### src/rtl/spq_pkg.sv
// Package for the sorted priority queue: sizes, codes and the entry type.
// Used by spq_cell and sorted_priority_queue_unit; depends on nothing.
package spq_pkg;

  localparam int unsigned DEPTH = 32;
  localparam int unsigned CNT_W = $clog2(DEPTH + 1);

  typedef enum logic {
    KIND_INSERT = 1'b0,
    KIND_REMOVE = 1'b1
  } kind_t;

  typedef enum logic [1:0] {
    ST_DONE      = 2'd0,
    ST_OVERFLOW  = 2'd1,
    ST_UNDERFLOW = 2'd2
  } status_t;

  typedef struct packed {
    logic [15:0] arrival;
    logic [15:0] id;
    logic [15:0] prio;
  } entry_t;

  typedef struct packed {
    logic insert;
    logic remove;
  } cell_ctrl_t;

endpackage

### src/rtl/spq_cell.sv
// One slot of the sorted queue: holds an entry and shifts it with its neighbors.
// Depends on spq_pkg.
module spq_cell
  import spq_pkg::*;
(
  input  logic       clk,
  input  cell_ctrl_t ctrl,
  input  logic       occupied,
  input  entry_t     new_entry,
  input  entry_t     left_entry,
  input  logic       left_gt,
  input  entry_t     right_entry,
  output entry_t     entry,
  output logic       gt
);

  entry_t entry_r;
  entry_t entry_nxt;

  // An empty slot or a strictly larger priority lets the new entry pass ahead.
  assign gt = !occupied || (entry_r.prio > new_entry.prio);

  always_comb begin
    entry_nxt = entry_r;
    if (ctrl.insert && gt) begin
      entry_nxt = left_gt ? left_entry : new_entry;
    end else if (ctrl.remove) begin
      entry_nxt = right_entry;
    end
  end

  always_ff @(posedge clk) begin
    entry_r <= entry_nxt;
  end

  assign entry = entry_r;

endmodule

### src/rtl/sorted_priority_queue_unit.sv
// Top level of the sorted priority queue: a row of spq_cell slots and the count.
// Depends on spq_pkg and spq_cell.
//
// Input channel in_*: one item per operation. in_tuser carries the kind (insert
// or remove the head), in_tdata the entry to insert; the entry is ignored on a
// remove. Result channel out_*: exactly one item per operation, carrying the
// status in out_tuser and the removed entry, the new head and the occupancy in
// out_tdata. The slots sit in a chain sorted by priority, slot 0 at the head;
// every slot compares its priority with the new one in parallel and shifts
// by one place in the same cycle. The result of an accepted operation is
// registered in the output register, and one item is accepted per cycle
// while the receiver takes results. When the receiver stalls, the result
// waits in the output register and in_tready stays low until it is taken.
// Reset empties the queue and the output register; slot contents are not
// cleared, as the count marks which slots are in use.
module sorted_priority_queue_unit
  import spq_pkg::*;
(
  input  logic        clk,
  input  logic        rst_n,
  input  logic        in_tvalid,
  output logic        in_tready,
  input  logic [47:0] in_tdata,   // entry_priority, entry_id, entry_arrival
  input  logic [0:0]  in_tuser,   // kind
  output logic        out_tvalid,
  input  logic        out_tready,
  output logic [55:0] out_tdata,  // removed_id, removed_arrival, head_valid,
                                  // head_arrival, occupancy, zero pad
  output logic [1:0]  out_tuser   // status
);

  logic [CNT_W-1:0] count_r;
  logic [CNT_W-1:0] count_nxt;
  logic             out_valid_r;
  logic             out_valid_nxt;
  logic [55:0]      out_data_r;
  logic [55:0]      out_data_nxt;
  status_t          out_status_r;
  status_t          out_status_nxt;

  entry_t     new_entry;
  kind_t      kind;
  logic       accept;
  logic       full;
  logic       empty;
  cell_ctrl_t ctrl;
  entry_t     cell_entry [DEPTH];
  logic       cell_gt    [DEPTH];

  status_t     status;
  logic [15:0] removed_id;
  logic [15:0] removed_arrival;
  logic        head_valid;
  logic [15:0] head_arrival;

  assign new_entry.prio     = in_tdata[15:0];
  assign new_entry.id       = in_tdata[31:16];
  assign new_entry.arrival  = in_tdata[47:32];
  assign kind               = kind_t'(in_tuser[0]);

  assign in_tready = !out_valid_r || out_tready;
  assign accept    = in_tvalid && in_tready;
  assign full      = (count_r == CNT_W'(DEPTH));
  assign empty     = (count_r == '0);

  assign ctrl.insert = accept && (kind == KIND_INSERT) && !full;
  assign ctrl.remove = accept && (kind == KIND_REMOVE) && !empty;

  for (genvar i = 0; i < DEPTH; i++) begin : g_cell
    localparam logic [CNT_W-1:0] IDX = CNT_W'(i);
    entry_t left_entry;
    logic   left_gt;
    entry_t right_entry;

    if (i == 0) begin : g_first
      assign left_entry = new_entry;
      assign left_gt    = 1'b0;
    end else begin : g_rest
      assign left_entry = cell_entry[i-1];
      assign left_gt    = cell_gt[i-1];
    end

    if (i == DEPTH - 1) begin : g_last
      assign right_entry = cell_entry[i];
    end else begin : g_inner
      assign right_entry = cell_entry[i+1];
    end

    spq_cell u_cell (
      .clk         (clk),
      .ctrl        (ctrl),
      .occupied    (IDX < count_r),
      .new_entry   (new_entry),
      .left_entry  (left_entry),
      .left_gt     (left_gt),
      .right_entry (right_entry),
      .entry       (cell_entry[i]),
      .gt          (cell_gt[i])
    );
  end

  always_comb begin
    count_nxt       = count_r;
    status          = ST_DONE;
    removed_id      = '0;
    removed_arrival = '0;
    head_arrival    = cell_entry[0].arrival;
    if (kind == KIND_INSERT) begin
      if (full) begin
        status = ST_OVERFLOW;
      end else begin
        count_nxt = count_r + 1'b1;
        if (cell_gt[0]) begin
          head_arrival = new_entry.arrival;
        end
      end
    end else begin
      if (empty) begin
        status = ST_UNDERFLOW;
      end else begin
        count_nxt       = count_r - 1'b1;
        removed_id      = cell_entry[0].id;
        removed_arrival = cell_entry[0].arrival;
        head_arrival    = cell_entry[1].arrival;
      end
    end
    head_valid = (count_nxt != '0);
    if (!head_valid) begin
      head_arrival = '0;
    end
  end

  always_comb begin
    out_valid_nxt  = out_valid_r;
    out_data_nxt   = out_data_r;
    out_status_nxt = out_status_r;
    if (out_valid_r && out_tready) begin
      out_valid_nxt = 1'b0;
    end
    if (accept) begin
      out_valid_nxt  = 1'b1;
      out_status_nxt = status;
      out_data_nxt   = {1'b0, 6'(count_nxt), head_arrival, head_valid,
                        removed_arrival, removed_id};
    end
  end

  always_ff @(posedge clk) begin
    if (!rst_n) begin
      count_r     <= '0;
      out_valid_r <= 1'b0;
    end else begin
      if (accept) begin
        count_r <= count_nxt;
      end
      out_valid_r <= out_valid_nxt;
    end
  end

  always_ff @(posedge clk) begin
    out_data_r   <= out_data_nxt;
    out_status_r <= out_status_nxt;
  end

  assign out_tvalid = out_valid_r;
  assign out_tdata  = out_data_r;
  assign out_tuser  = out_status_r;

endmodule
### config.mk
export PLATFORM = sky130hd
export DESIGN_NAME = sorted_priority_queue_unit
export DESIGN_NICKNAME = d
export VERILOG_FILES = /design/src/rtl/spq_pkg.sv /design/src/rtl/spq_cell.sv /design/src/rtl/sorted_priority_queue_unit.sv
export SDC_FILE = /design/constraint.sdc
export NUM_CORES = 2
export LEC_CHECK = 0
export BUFFER_PORTS_ARGS = -buffer_cell sky130_fd_sc_hd__buf_2
export CORE_MARGIN = 2
export CORE_UTILIZATION = 40
export CTS_CLUSTER_SIZE = 28
export DETAILED_ROUTE_END_ITERATION = 8
export PLACE_DENSITY = 0.63
export SLEW_MARGIN = 0
export SYNTH_ARGS = -nofsm -noshare
export SYNTH_HDL_FRONTEND = slang
export SYNTH_SLANG_ARGS = --single-unit
### constraint.sdc
create_clock -name clk -period 20.6 [get_ports clk]
set_input_delay 0 -clock clk [delete_from_list [all_inputs] [get_ports clk]]
set_output_delay 0 -clock clk [all_outputs]
set_load 0.01 [all_outputs]
==> flow_summary.json <==
{
  "nNetsFinal": 9409,
  "synthArstFlopShare_pct": 0,
  "drt-initial-drc-count": 7700,
  "cp_max_fo": 77,
  "fin_skew_ns": 0.0699,
  "ys_ff_latch": 1600,
  "synth_compound_area_share_pct": 13.4,
  "yosys.area_share.xor_xnor_pct": 0.00934,
  "via_per_inst": 6.08,
  "vias": 73700,
  "io_buffers": 111,
  "critPathMaxStageDelay_ns": 1.06,
  "cp_top_family": "buffers and inverters",
  "synth_top_family_by_area": "compound AO/OA/AOI/OAI gates",
  "ys_warn_count": 0,
  "worst_setup_path_start_kind": "flip-flop",
  "antenna_found_initial": 3,
  "path_cells": "inv_1 > ha_1 > nor4b_1 > and2_1 > nor3_4 > buf_4 > and2_4 > nand2b_2 > buf_4",
  "maxCapViolCount": 0,
  "fin_crit_sh_pct": 26.1,
  "avgSynthCellArea_um2": 10.3,
  "dp_cells": 11700,
  "swShare_pct": 32.4,
  "synth_cell_types": 89,
  "synth_edf_count": 1593,
  "wl_met1_mm": 125,
  "drc": 0,
  "grt_max_degree": 104,
  "gp_congestion": 0.944,
  "die_h_um": 488,
  "drive_gt1_share_pct": 10.2,
  "final_cells": 12100,
  "yosys.area.top_type": "edfxtp_1",
  "worstPathRequired_ns": 21.08,
  "wl_met2_mm": 139,
  "cts_htree_levels": 4,
  "slew_headroom_pct": 8.54,
  "wl_per_cell_um": 24.8,
  "leakage_nw": 40.0,
  "switchingPower_mw": 3.26,
  "synth_nets": 9683,
  "tightest_slew_ns": 1.37,
  "area_delta_synth_final_pct": 9.74,
  "boundaryPins": 113,
  "final_hold_viol_count": 0,
  "grt_overflow": 0,
  "grt.total_usage_pct": 24.6,
  "top_layer": "met4",
  "tritoncts": "built",
  "arrival_ns": 5.86,
  "clockBufferDepth": 3,
  "slew_viol_final": 0,
  "rows": 177,
  "syn_inst": 9115,
  "wl_met3_mm": 24.7,
  "cts_setup_buffers": 0,
  "muxShareOfSynthArea_pct": 12.1,
  "tns_ns": 0,
  "dp_hpwl_mm": 204,
  "total_power_mw": 10.1,
  "grt_pass1_wl_mm": 455,
  "worst-path-buf-inv": 3,
  "cpMostUsedCell": "buf_4",
  "intPower_mw": 6.80,
  "peakVddDrop_mv": 0.0892,
  "seqPwrFrac_pct": 45.5,
  "clock-sinks": 1600,
  "combPwrFrac_pct": 22.9,
  "crit_type": "reg2reg",
  "ant_nets": 0,
  "dieWidth_um": 488,
  "synth-simple-area-share_pct": 12.5,
  "layout_common_cells": "1593 x edfxtp_1, 1446 x nand2_1, 1014 x nor2_1",
  "core_um2": 233000,
  "report.final.setup_viol": 0,
  "routed_wirelength_mm": 300,
  "cts_inserted_buffers": 176,
  "power.density_nw_per_um2": 97.8,
  "end_kind": "flip-flop",
  "mostFrequentLayoutCell": "edfxtp_1",
  "grt_pass1_vias": 73800,
  "outcome": "finished, final reports clean",
  "root_buffer": "clkbuf_16",
  "postLayoutCoreUtil_pct": 44.2,
  "max_freq_mhz": 186,
  "clkLatencyLatePin_ns": 0.88,
  "first_pass_iters": 6,
  "seq_area_frac_synth_pct": 51.2,
  "die-area_um2": 238000,
  "clkPwrFrac_pct": 31.5,
  "synth_top_cell_area_share_pct": 51.0,
  "synth_ff_type": "edfxtp_1",
  "syn_area_um2": 93700,
  "synth.area.top_cells": "edfxtp_1 51%, mux2i_1 8.6%, ha_1 6.9%",
  "start_util_pct": 40.3,
  "slowest_stage": "dfxtp_1",
  "rsz0062_at_grt": "false",
  "period_needed_ns": 5.37,
  "synthAdderAreaFrac_pct": 6.87,
  "clk_pin_slew_worst_paths_ns": 0.06,
  "hp-class": "in2reg"
}
-- timing repair --
item,4_1_cts,5_1_grt
gates resized for setup,0,0
hold buffers,55,0
hold endpoints to repair,777,0
setup endpoints to repair,0,0
-- sequential cells by signal, summed over array words and instances (netlist names) --
signal and count:
out_tuser 2, out_tvalid 1, count_r 6, out_tdata 55
g_cell.u_cell.entry 1536
-- cells by family (layout without fill, tap and decap cells) --
family	after synthesis	count (layout)
simple gates	2859	2859
compound gates	2194	2194
flops	1600	1600
mux	1090	1090
buf+inv	855	725
fa+ha+maj	515	515
other cells	1	2
xor+xnor	1	1
-- per-stage QoR --
stage          hold slack (ns)  setup WS, ns  cell area [µm²]
6_report                 0.198         15.23           103000
5_1_grt                  0.214         15.01           103000
4_1_cts                  0.123         15.27           103000
3_5_place_dp             0.364         15.26            96700
3_3_place_gp             0.354         15.34            96700
2_1_floorplan            0.140         13.77            93700
-- worst register-to-register path: stages, from the launching register on --
cell,delay (ns)
dfxtp_1,1.06
inv_1,0.22
ha_1,0.39
nor4b_1,0.25
and2_1,0.32
nor3_4,0.19
buf_4,0.87
and2_4,0.72
nand2b_2,0.24
buf_4,0.62
-- path summary, 6_finish.rpt --
path	endpoint	startpoint	cells past startpoint	slack [ns]
max	g_cell[1].u_cell.entry[42]	count_r[1]	9	15.23
min	count_r[1]	rst_n	4	0.20
max reg2reg	g_cell[1].u_cell.entry[42]	count_r[1]	9	15.23
min reg2reg	g_cell[30].u_cell.entry[32]	g_cell[31].u_cell.entry[32]	1	0.54
-- per-layer routing --
layer  global-route usage (%)  vias up
met5                        0        -
met4                     8.92        0
met3                     3.87      564
met2                     39.8     3312
met1                     33.1    36800
li1                         -    33000
-- cells in the mapped netlist (all sizes together) (8+ instances only) --
cell type  count
o21a          17
nand4         88
nor4          14
or3           13
nor3          33
a21oi        924
clkbuf       465
edfxtp      1593
o31ai         13
and4          13
a31oi        599
inv           67
and3          46
a21o          63
ha           515
nor2b         44
or2            8
nor2        1027
nand2       1467
buf          307
mux2         289
o221a         16
clkinv        16
nand3         45
nand2b        25
o211ai        32
a2111oi       12
o21ai        427
a211oi        16
mux2i        801
and2          15
-- layout make-up --
class                      instances  area (µm²)
fill                           21800      130000
sequential                      1600       48000
multi-input combinational       6660       42700
clock buffer                     223        4610
tap                             3132        3920
timing repair buffer             320        2280
clock inverter                    99        1030
inverter                          83         312
antenna                            1        2.50
-- power by group through the flow --
stage                     logic [mW]  clock network, mW  registers [mW]
after CTS                       2.28               3.21            4.57
after floorplan                 1.65                  0            4.48
final                           2.31               3.17            4.58
after detailed placement        2.26                  0            4.63
after global routing            2.53               3.32            4.61
after global placement          2.19                  0            4.63
(Power assumes the default switching activity.)
